<file path="src/rtl/tts_pkg.sv">
// Shared constants, item kinds and result type for the scrollback console writer.
package tts_pkg;

  localparam int VIEW_ROWS_DEF    = 25;
  localparam int VIEW_COLUMNS_DEF = 80;
  localparam int BUFFER_ROWS_DEF  = 256;

  localparam logic [7:0] NEWLINE_CHAR = 8'd10;

  typedef enum logic [2:0] {
    KIND_WRITE  = 3'd0,
    KIND_ANCHOR = 3'd1,
    KIND_VIEW   = 3'd2,
    KIND_CLEAR  = 3'd3,
    KIND_READ   = 3'd4
  } tts_kind_e;

  typedef struct packed {
    logic       print_valid;
    logic [7:0] print_char;
    logic [4:0] print_row;
    logic [6:0] print_column;
    logic       redraw;
    logic [7:0] view_start;
    logic [7:0] read_data;
  } tts_result_t;

endpackage

</file>
<file path="src/rtl/tts_cursor.sv">
// Cursor, view and anchor state with the per-item update and result logic.
module tts_cursor import tts_pkg::*; #(
  parameter int VIEW_ROWS    = VIEW_ROWS_DEF,
  parameter int VIEW_COLUMNS = VIEW_COLUMNS_DEF,
  parameter int BUFFER_ROWS  = BUFFER_ROWS_DEF
) (
  input  logic                                        clk_i,
  input  logic                                        rst_ni,
  input  logic                                        fire_i,
  input  logic [2:0]                                  kind_i,
  input  logic [7:0]                                  char_i,
  input  logic [31:0]                                 value_i,
  input  logic [$clog2(BUFFER_ROWS)-1:0]              rd_row_i,
  input  logic [$clog2(VIEW_COLUMNS+1)-1:0]           rd_col_i,
  input  logic                                        rd_ok_i,
  input  logic [7:0]                                  cell_i,
  input  logic [$clog2(VIEW_COLUMNS+1)-1:0]           len_i,
  output tts_result_t                                 res_o,
  output logic                                        text_we_o,
  output logic [$clog2(BUFFER_ROWS*VIEW_COLUMNS)-1:0] text_waddr_o,
  output logic                                        len_we_o,
  output logic [$clog2(BUFFER_ROWS)-1:0]              len_waddr_o,
  output logic [$clog2(VIEW_COLUMNS+1)-1:0]           len_wdata_o
);

  localparam int RW = $clog2(BUFFER_ROWS);
  localparam int CW = $clog2(VIEW_COLUMNS + 1);
  localparam int AW = $clog2(BUFFER_ROWS * VIEW_COLUMNS);
  localparam int EW = RW + 8;

  logic [RW-1:0] cur_row_q, cur_row_d;
  logic [CW-1:0] cur_col_q, cur_col_d;
  logic [RW-1:0] view_q, view_d;
  logic          anch_q, anch_d;

  logic [RW-1:0] rel;
  logic [EW-1:0] rel_ext;
  logic          visible;
  logic [RW-1:0] view_inc;
  logic [RW:0]   row_inc;
  logic [RW:0]   row_n;
  logic [CW-1:0] col_inc;
  logic          col_wrap;
  logic [EW-1:0] row_ext;
  logic          partial;
  logic [EW-1:0] anch_view;
  logic          cell_ok;
  logic [EW-1:0] view_ext;
  logic [7:0]    col8;
  logic          text_we;
  logic          len_we;

  // distance of the cursor from the first shown row
  assign rel      = cur_row_q - view_q;
  assign rel_ext  = {{8{1'b0}}, rel};
  assign visible  = rel_ext < EW'(VIEW_ROWS);
  assign view_inc = view_q + RW'(1);
  assign row_inc  = {1'b0, cur_row_q} + (RW+1)'(1);
  assign col_inc  = cur_col_q + CW'(1);
  assign col_wrap = col_inc == CW'(VIEW_COLUMNS);
  assign col8     = 8'(cur_col_q);

  // view row chosen when anchoring
  assign row_ext  = {{8{1'b0}}, cur_row_q};
  assign partial  = cur_col_q != '0;
  always_comb begin
    if (row_ext < EW'(VIEW_ROWS)) begin
      anch_view = '0;
    end else if (row_ext == EW'(VIEW_ROWS)) begin
      anch_view = row_ext - EW'(partial);
    end else begin
      anch_view = row_ext - EW'(VIEW_ROWS) + EW'(partial);
    end
  end

  // a cell holds data only if the cursor has passed it since the last wipe
  assign cell_ok = rd_ok_i &&
                   (((rd_row_i < cur_row_q) && (rd_col_i < len_i)) ||
                    ((rd_row_i == cur_row_q) && (rd_col_i < cur_col_q)));

  // next state and result
  always_comb begin
    cur_row_d   = cur_row_q;
    cur_col_d   = cur_col_q;
    view_d      = view_q;
    anch_d      = anch_q;
    row_n       = {1'b0, cur_row_q};
    text_we     = 1'b0;
    len_we      = 1'b0;
    len_wdata_o = cur_col_q;
    res_o       = '0;
    case (tts_kind_e'(kind_i))
      KIND_WRITE: begin
        if (!visible) begin
          if (anch_q) begin
            view_d = view_inc;
          end
          res_o.redraw = 1'b1;
        end
        if (char_i == NEWLINE_CHAR) begin
          cur_col_d = '0;
          row_n     = row_inc;
          len_we    = 1'b1;
        end else begin
          text_we = 1'b1;
          if (col_wrap) begin
            cur_col_d   = '0;
            row_n       = row_inc;
            len_we      = 1'b1;
            len_wdata_o = CW'(VIEW_COLUMNS);
          end else begin
            cur_col_d = col_inc;
          end
          if (visible) begin
            res_o.print_valid  = 1'b1;
            res_o.print_char   = char_i;
            res_o.print_row    = rel_ext[4:0];
            res_o.print_column = col8[6:0];
          end
        end
        // ran past the last row: wipe
        if (row_n[RW]) begin
          cur_row_d    = '0;
          cur_col_d    = '0;
          view_d       = '0;
          res_o.redraw = 1'b1;
        end else begin
          cur_row_d = row_n[RW-1:0];
        end
      end
      KIND_ANCHOR: begin
        anch_d = value_i == 32'd1;
        if (value_i == 32'd1) begin
          view_d = anch_view[RW-1:0];
        end
      end
      KIND_VIEW: begin
        view_d = value_i[RW-1:0];
      end
      KIND_CLEAR: begin
        cur_row_d = '0;
        cur_col_d = '0;
        view_d    = '0;
      end
      KIND_READ: begin
        if (cell_ok) begin
          res_o.read_data = cell_i;
        end
      end
      default: begin
      end
    endcase
    view_ext         = {{8{1'b0}}, view_d};
    res_o.view_start = view_ext[7:0];
  end

  assign text_we_o    = fire_i && text_we;
  assign text_waddr_o = AW'(cur_row_q) * AW'(VIEW_COLUMNS) + AW'(cur_col_q);
  assign len_we_o     = fire_i && len_we;
  assign len_waddr_o  = cur_row_q;

  // state registers
  always_ff @(posedge clk_i or negedge rst_ni) begin
    if (!rst_ni) begin
      cur_row_q <= '0;
      cur_col_q <= '0;
      view_q    <= '0;
      anch_q    <= 1'b1;
    end else if (fire_i) begin
      cur_row_q <= cur_row_d;
      cur_col_q <= cur_col_d;
      view_q    <= view_d;
      anch_q    <= anch_d;
    end
  end

  a_col_bound: assert property (@(posedge clk_i) disable iff (!rst_ni)
    cur_col_q < CW'(VIEW_COLUMNS))
    else $error("cursor column beyond line end");

  a_clear: assert property (@(posedge clk_i) disable iff (!rst_ni)
    fire_i && (kind_i == KIND_CLEAR) |=>
      (cur_row_q == '0) && (cur_col_q == '0) && (view_q == '0))
    else $error("clear left cursor or view behind");

  a_store_write: assert property (@(posedge clk_i) disable iff (!rst_ni)
    text_we_o |-> fire_i && (kind_i == KIND_WRITE) && (char_i != NEWLINE_CHAR))
    else $error("store written by a non-printing item");

  a_print_kind: assert property (@(posedge clk_i) disable iff (!rst_ni)
    res_o.print_valid |-> (kind_i == KIND_WRITE) && (char_i != NEWLINE_CHAR))
    else $error("print reported for a wrong item");

endmodule

</file>
<file path="config.mk">
export PLATFORM = sky130hd
export DESIGN_NAME = tts_cursor
export DESIGN_NICKNAME = d
export VERILOG_FILES = /design/src/rtl/tts_pkg.sv /design/src/rtl/tts_cursor.sv
export SDC_FILE = /design/constraint.sdc
export NUM_CORES = 1
export LEC_CHECK = 0
export BUFFER_PORTS_ARGS = -buffer_cell sky130_fd_sc_hd__buf_4
export CAP_MARGIN = 15
export CORE_MARGIN = 2
export CORE_UTILIZATION = 30
export CTS_BUF_LIST = sky130_fd_sc_hd__clkbuf_8 sky130_fd_sc_hd__clkbuf_16
export DETAILED_ROUTE_END_ITERATION = 10
export GPL_TIMING_DRIVEN = 0
export PLACE_DENSITY_LB_ADDON = 0.05
export SETUP_SLACK_MARGIN = 0.1
export SLEW_MARGIN = 20
export SYNTH_ARGS = -nofsm -noshare
export SYNTH_HDL_FRONTEND = slang
export SYNTH_SLANG_ARGS = --single-unit
</file>
<file path="constraint.sdc">
create_clock -name clk_i -period 6 [get_ports clk_i]
set_input_delay 0 -clock clk_i [delete_from_list [all_inputs] [get_ports clk_i]]
set_output_delay 0 -clock clk_i [all_outputs]
set_load 0.01 [all_outputs]
</file>
=== Yosys cells after proc, flatten, opt, wreduce, memory -nomap -nowiden ===
Index checks and enable logic that the tools add are counted.

* Add/sub/neg operators: 8
* $mul: 1
* $lt $le $gt $ge: 5
* Eq/ne operators: 10
* Multiplexer cells: 31
* Reduce and logical (&&, ||, !) cells: 12

{| class="wikitable"
|+ Operators by type and width
! kind !! count
|-
| $mux 8 || 9
|-
| $mux 21 || 2
|-
| $mux 7 || 6
|-
| $eq 32x1->1 const B || 1
|-
| $pmux 8 s4 || 1
|-
| $mux 9 || 3
|-
| $mux 22 || 1
|-
| $lt 8x5->1 const B || 2
|-
| $pmux 8 s2 || 1
|-
| $add 15x7->15 || 1
|-
| $lt 7x7->1 || 2
|-
| $pmux 7 s2 || 1
|-
| $mul 8x3->11 const B || 1
|-
| $add 8x1->9 const B || 1
|-
| $add 8x1->8 const B || 1
|-
| $add 8x2->8 || 1
|-
| $eq 8x4->1 const B || 1
|-
| $eq 8x5->1 const B || 1
|-
| $eq 8x8->1 || 1
|-
| $lt 8x8->1 || 1
|-
| $sub 8x1->8 || 1
|-
| $sub 8x5->8 const B || 1
|-
| $sub 8x8->8 || 1
|-
| $add 7x1->7 const B || 1
|-
| 13 further kinds || 25
|}

* Flip-flop bits (word level): 24
* Bits of input ports: 77
* Output and inout port bits: 70
* Word-level logic and storage cells: 71

=== Logic depth before layout (Yosys ltp) ===
Gate-level depths: netlist of run 1.

* Depth in word-level cells: 7
* Depth in mapped cells: 14
* Mapped depth without buffers: 14

=== Least setup slack after synthesis of run 1 ===
No wires, ideal clock.

* Path type: flip-flop to output port
* From: register cur_row_q[0], in the netlist len_waddr_o[0]
* To: output res_o[14] in the netlist's numbering
* Arrival time: 3035 ps
* Required time: 6000 ps
* Setup slack: 2965 ps
* Cell stages (with the launch flop): 13
* Path buffers: 0
* Cells stage by stage: dfrtp_1 inv_1 ha_1 inv_1 fa_1 a21oi_1 o21bai_1 xnor2_1 nand4b_1 a41oi_4 nand3_2 or4_4 a22oi_1

{| class="wikitable"
|+ RTL lines
! what !! line !! RTL
|-
| start, declared || tts_cursor.sv:31 || <nowiki>logic [RW-1:0] cur_row_q, cur_row_d;</nowiki>
|-
| start signal, assigned || tts_cursor.sv:170 || <nowiki>cur_row_q <= cur_row_d;</nowiki>
|-
| end, declared || tts_cursor.sv:18 || <nowiki>output tts_result_t res_o,</nowiki>
|}

==> results of run 1 <==
-- final cells by class --
cell class	instances	area (µm²)	area share [%]
multi-input cells	427	3050	56.7
repair buffers	147	1110	20.6
flip-flops and latches	24	602	11.2
well taps	172	215	4.00
inverters	46	173	3.21
plain buffers	27	126	2.35
clock buffers	3	75.1	1.40
clock inverters	1	30.0	0.558
-- state kept, by name (all words and copies together), names as in the netlist --
name,cells
cur_col_q,7
anch_q,1
len_waddr_o,8
view_q,8
-- cells in the final DEF, fill, tap and decap left out, types with 5 or more instances in the layout --
master       n
nor2b_1     13
a2bb2oi_1    5
a22oi_1      5
nor4_1      11
nand4_1      9
a31oi_1     11
nor3_1      10
o21ai_0     40
and3_1      19
buf_4      151
nand2b_1    10
a21o_1      12
a21oi_1     40
ha_1        53
nor2_1      26
nand2_1     37
clkbuf_1    17
nand3_1     13
and2_1      14
o31ai_1     10
xnor2_1     14
a211oi_1     5
inv_1       46
dfrtp_1     23
-- power breakdown --
group | internal (mW) | switching (mW) | leakage [nW]
Combinational | 0.142 | 0.158 | 2.20
Sequential | 0.172 | 0.0204 | 0.321
Clock | 0.133 | 0.0745 | 0.0511
-- routing by layer --
layer  GRT usage [%]  wire (µm)  vias up
li1                -          -     2243
met1            26.4       6600     2075
met2            33.3       6630      149
met3            3.14        875        6
met4            2.46         66        0
met5               0          0        -
-- worst paths after layout --
path	from	to	cells after the start
min reg2reg	anch_q	anch_q	2
max	len_waddr_o[0]	res_o[30]	13
max reg2reg	len_waddr_o[0]	view_q[6]	12
max in group asynchronous	rst_ni	anch_q	2
min in group asynchronous	rst_ni	cur_col_q[4]	2
min	kind_i[1]	anch_q	4
-- logic make-up (layout without fill, tap and decap cells) --
logic type                 count (synthesis)  in the layout  share of synthesized area, %
buffers and inverters                     73            224                          7.57
muxes                                      4              4                          1.14
and+or+nand+nor                          183            183                          25.4
adders and majority gates                 56             56                          18.3
DFF                                       24             24                          15.2
xor gates and xnor gates                  18             18                          3.99
AOI/OAI and AO/OA                        166            166                          28.4
-- tightest hold or removal path: cells and delay by family --
kind	cells	cell delay [ns]
and+or+nand+nor	3	0.23
buffers and inverters	1	0.14
==> summary.txt, run 1 <==
Power
  • Power per cell area: 130 nW/µm²
  • Static Leakage: 2.57 nW
  • Worst VDD drop: 109 µV
  • Total power: 701 µW

Synth
  • Yosys top cell area share: 16.8%
  • Post-synth EDFFs: 0
  • Flops & latches, synth: 24
  • Synthesized cell area: 3950 µm²
  • Syn Nets: 657
  • Post-synth top cells: ha_1, inv_1, a21oi_1, o21ai_0, nand2_1
  • Area leader, netlist: ha_1
  • Primary FF master, synth: dfrtp_1
  • Yosys cell types: 71
  • Syn. warnings: 0
  • Cells taking the most area after synthesis: ha_1, dfrtp_1, a21oi_1
  • Avg Inst Size Synth: 7.54 µm²
  • Seq/Total Area, Yosys: 15.2%
  • Synth async-reset ratio: 100%
  • Post-synthesis instance total: 524
  • Top-count cell post-synth: ha_1

Route
  • DR WL/cell: 16.7 µm
  • Mean number of vias per cell: 5.28
  • DRC Markers: 0
  • Post-DRT Antenna Nets: 0
  • 1st-pass router iterations: 8
  • Drt total wl: 14200 µm
  • Vias: 4473
  • DRT iter0 DRCs: 223

STA
  • Hold slack: 0.0965 ns
  • Period utilization: 65.4%
  • Max-slew headroom: 47.7%
  • Final min period: 3.93 ns
  • RSZ-0062 raised after global routing: no
  • Worst-margin pin slew: 0.784 ns
  • Final Max Slew Viols: 0
  • FMAX: 255 MHz
  • Setup_tns: 0 ns
  • Final setup vio count: 0
  • Hold Fails Final Rpt: 0
  • Fin Clk Skew: 0.00189 ns
  • Final setup margin: 2.07 ns

Worst setup path
  • Slowest CP cell: dfrtp_1
  • Worst setup path class: reg2out
  • Top cell family by delay on the critical path: buffers and inverters
  • Critical Path End Type: primary output
  • R2R Setup Slk: 2.44 ns
  • CP peak stage delay: 0.56 ns
  • Worst-path fanout max: 10
  • CP Buf/Inv Count: 5
  • Crit path DAT: 3.93 ns
  • Startpoint types: flop
  • WP data required: 6.00 ns
  • Cells along the critical path: inv_1 -> ha_1 -> inv_1 -> fa_1 -> a21oi_1 -> o21ai_0 -> a311o_1 -> nand2_1 -> and4_1 -> clkbuf_1 -> clkbuf_1 -> and3_1 -> buf_4

Cells and area
  • Cell area after layout: 5380 µm²
  • N_diodes: 0
  • Final Core Density: 42.3%
  • Final net count: 809
  • Fin cells: 847
  • Fraction of layout cells with a size suffix above 1: 25.9%
  • Area Overhead vs Synth: 36.1%
  • Fillers: 1375

Placement
  • DP HPWL: 11700 µm
  • Placed instance area: 5260 µm²
  • RePlAce Congestion: 0.862
  • Pre-CTS setup slack: 2.39 ns
  • Port-buffer cells: 146
  • Placed cells: 842

Clock network
  • Clk_lat worst skew: 0.27 ns
  • TritonCTS Buffers: 3
  • CTS Buffer Depth: 2
  • Clock Tree Root: clkbuf_16
  • Clk slew on worst S/H paths: 0.08 ns
  • Clock tree sinks: 24
  • Post-CTS sizing: 0
  • Post-CTS setup buffers: 0
  • H-Tree Depth: 1
  • CTS Hold Bufs: 1
  • CTS tree: done

Floorplanning
  • Die W: 119 µm
  • Std-Cell Core Area: 12700 µm²
  • DIE HEIGHT: 119 µm
  • DIE AREA: 14100 µm²
  • # rows: 41
  • Num ports: 147
  • Initial Util: 31.1%

GRT
  • Largest net degree at the start of global routing: 25
  • Grt ovf: 0
  • Vias in the first global route: 4243
  • Global-route wire length before repair: 22300 µm
  • GRT Total Usage: 19.4%
  • Initial antenna violation count: 0

Job
  • Max Cap Viol: 0

Hold path
  • Hold Crit Class: in2reg

Run status
  • Status: completed
No activity file was read; power rests on OpenSTA's default activity.
==> run 2: changes to the inputs <==
==> constraint.sdc (replaced) <==
create_clock -name clk_i -period 3.45 [get_ports clk_i]
set_input_delay 0 -clock clk_i [delete_from_list [all_inputs] [get_ports clk_i]]
set_output_delay 0 -clock clk_i [all_outputs]
set_load 0.01 [all_outputs]
==> run 2 against run 1 <==
Compared with the run above:
- hold slack improved by 0.012 ns
- clock skew increased by 0.0031 ns
- power grew 78%
- largest power group unchanged
==> summary.txt, run 2 (synthesis results as in run 1) <==
STA
  • RSZ-0062 raised after global routing: yes
  • Worst-margin pin slew: 0.715 ns (-0.0687 ns)
  • Max-slew headroom: 51.7% (+4.1 points)
  • Fin Clk Skew: 0.00498 ns (+0.00309 ns)
  • Period utilization: 94.7%
  • Final min period: 3.27 ns
  • Final Max Slew Viols: 0 (unchanged)
  • FMAX: 306 MHz
  • Setup_tns: 0 ns (unchanged)
  • Final setup vio count: 0 (unchanged)
  • Hold Fails Final Rpt: 0 (unchanged)

Power
  • Static Leakage: 2.65 nW (+2.9%)
  • Worst VDD drop: 186 µV (+70%)
  • Power per cell area: 223 nW/µm² (+71%)
  • Total power: 1.25 mW (+78%)

Clock network
  • Clk_lat worst skew: 0.27 ns (about the same)
  • H-Tree Depth: 1 (unchanged)
  • Clock Tree Root: clkbuf_16
  • TritonCTS Buffers: 3 (unchanged)
  • Clk slew on worst S/H paths: 0.08 ns (about the same)
  • CTS tree: done
  • CTS Buffer Depth: 2 (unchanged)
  • Clock tree sinks: 24 (unchanged)

Placement
  • RePlAce Congestion: 0.862 (unchanged)
  • DP HPWL: 11700 µm (unchanged)
  • Port-buffer cells: 146 (unchanged)
  • Placed cells: 842 (unchanged)

Worst setup path
  • Worst reg2reg endpoint: len_waddr_o[4]
  • R2R Setup Slk: 0.44 ns (-2.00 ns)
  • Worst-path fanout max: 15 (+5)
  • Crit path DAT: 3.27 ns (-0.66 ns)
  • Worst setup path class: reg2out
  • R2R cell count: 11 (-1)
  • Worst flop-to-flop path startpoint: cur_col_q[1]
  • Critical Path End Type: primary output
  • WP data required: 3.45 ns (-2.55 ns)
  • Startpoint types: flop

Cells and area
  • Fraction of layout cells with a size suffix above 1: 31.5% (+5.6 points)
  • Fillers: 1368 (-0.51%)
  • Fin cells: 857 (+1.2%)
  • Final net count: 819 (+1.2%)
  • Final Core Density: 43.9% (+1.7 points)
  • Register area: 609 µm² (+1.2%)
  • Area Overhead vs Synth: 41.4%
  • Multi-input gate area: 3160 µm² (+3.5%)
  • Most frequent cells in the layout: buf_4, ha_1, inv_1
  • Most common cell after layout, fill and taps aside: buf_4
  • N_diodes: 0 (unchanged)

GRT
  • Grt ovf: 0 (unchanged)
  • GRT Total Usage: 19.6% (+0.19 points)
  • Global-route wire length before repair: 22500 µm (+0.93%)
  • Vias in the first global route: 4276 (+0.78%)
  • Largest net degree at the start of global routing: 25 (unchanged)
  • Initial antenna violation count: 0 (unchanged)

Route
  • 1st-pass router iterations: 5 (-3)
  • Post-DRT Antenna Nets: 0 (unchanged)
  • Drt total wl: 14400 µm (+1.5%)
  • Met3 routed WL: 854 µm (-2.4%)
  • DR WL/cell: 16.8 µm (+0.33%)
  • Vias: 4562 (+2.0%)
  • DRT iter0 DRCs: 288 (+29%)
  • Mean number of vias per cell: 5.32 (+0.80%)
  • Highest metal used: met4
  • Wl on met1: 6650 µm (+0.83%)
  • DRC Markers: 0 (unchanged)
  • Met2 WL post-DR: 6800 µm (+2.6%)

Floorplanning
  • Num ports: 147 (unchanged)
  • DIE AREA: 14100 µm² (unchanged)
  • # rows: 41 (unchanged)
  • Die W: 119 µm (unchanged)
  • Std-Cell Core Area: 12700 µm² (unchanged)
  • DIE HEIGHT: 119 µm (unchanged)
  • Initial Util: 31.1% (unchanged)

Hold path
  • Hold depth: 4 (unchanged)
  • Hold path startpoint: kind_i[1]
  • Hold endpoint: anch_q
  • Hold Crit Class: in2reg

Run status
  • Status: completed

Job
  • Max Cap Viol: 0 (unchanged)
==> run 2: changes by cell type in the layout (fill, tap and decap cells not counted), moves of 3 or more <==
| cell | delta |
|---|---|
| buf_4 | +10 |
| dfrtp_1 | -6 |
| dfrtp_2 | +6 |
| clkbuf_1 | -5 |
| inv_1 | -5 |
| clkbuf_2 | +3 |
| inv_2 | +3 |
| o21ai_0 | -3 |
==> run 2: how the worst max path moves through the flow <==
stage                         startpoint        end  slack [ns]  cells after the start
final                     len_waddr_o[5]   res_o[3]        0.18                     11
after global routing      len_waddr_o[5]   res_o[2]        0.07                     11
after CTS                 len_waddr_o[6]   res_o[3]        0.10                      9
after detailed placement  len_waddr_o[0]  res_o[31]       -0.16                     13
after global placement    len_waddr_o[0]  res_o[31]       -0.14                     13
after floorplan           len_waddr_o[0]  res_o[14]        0.41                     12
==> run 2: final cells by class <==
cell class              instances  share of cell area [%]
repair buffers                158                    21.3
inverters                      46                    3.20
flip-flops and latches         24                    10.9
well taps                     172                    3.85
clock buffers                   3                    1.34
multi-input cells             427                    56.5
clock inverters                 1                   0.537
plain buffers                  26                    2.33
==> run 2: layer usage <==
layer,global-route usage (%),vias to the layer above
li1,-,2266
met1,26.7,2136
met2,33.7,152
met3,2.94,8
met4,2.23,0
met5,0,-
==> run 2: power by group <==
| group | total, mW | internal [mW] | switching, mW | leakage, nW |
|---|---|---|---|---|
| registers | 0.338 | 0.301 | 0.0376 | 0.312 |
| logic | 0.549 | 0.265 | 0.284 | 2.28 |
| clock network | 0.362 | 0.232 | 0.130 | 0.0511 |
==> run 2: what timing repair did <==
item	CTS	global route
setup buffers	3	8
setup endpoints to repair	39	34
hold endpoints to repair	24	0
cloned	0	0
resized for setup	13	30
pin swaps	1	9
hold buffers	1	0
==> run 2: critical path, stage by stage, from the launching register on <==
cell       delay, ns
dfrtp_2         0.63
inv_1           0.21
ha_1            0.34
a21o_1          0.16
a21oi_1         0.14
nor2b_1         0.06
a2111oi_0       0.34
o221ai_1        0.26
a2111oi_4       0.39
buf_4           0.20
and2_1          0.14
buf_4           0.12
==> run 2: metrics by stage <==
stage	hold slack [ns]	setup slack [ns]	instance area (µm²)
after floorplan	-0.296	0.415	3950
after global placement	-0.0580	-0.141	5260
after detailed placement	-0.0466	-0.159	5260
after CTS	0.0979	0.103	5440
after global routing	0.140	0.0708	5590
final	0.109	0.181	5590
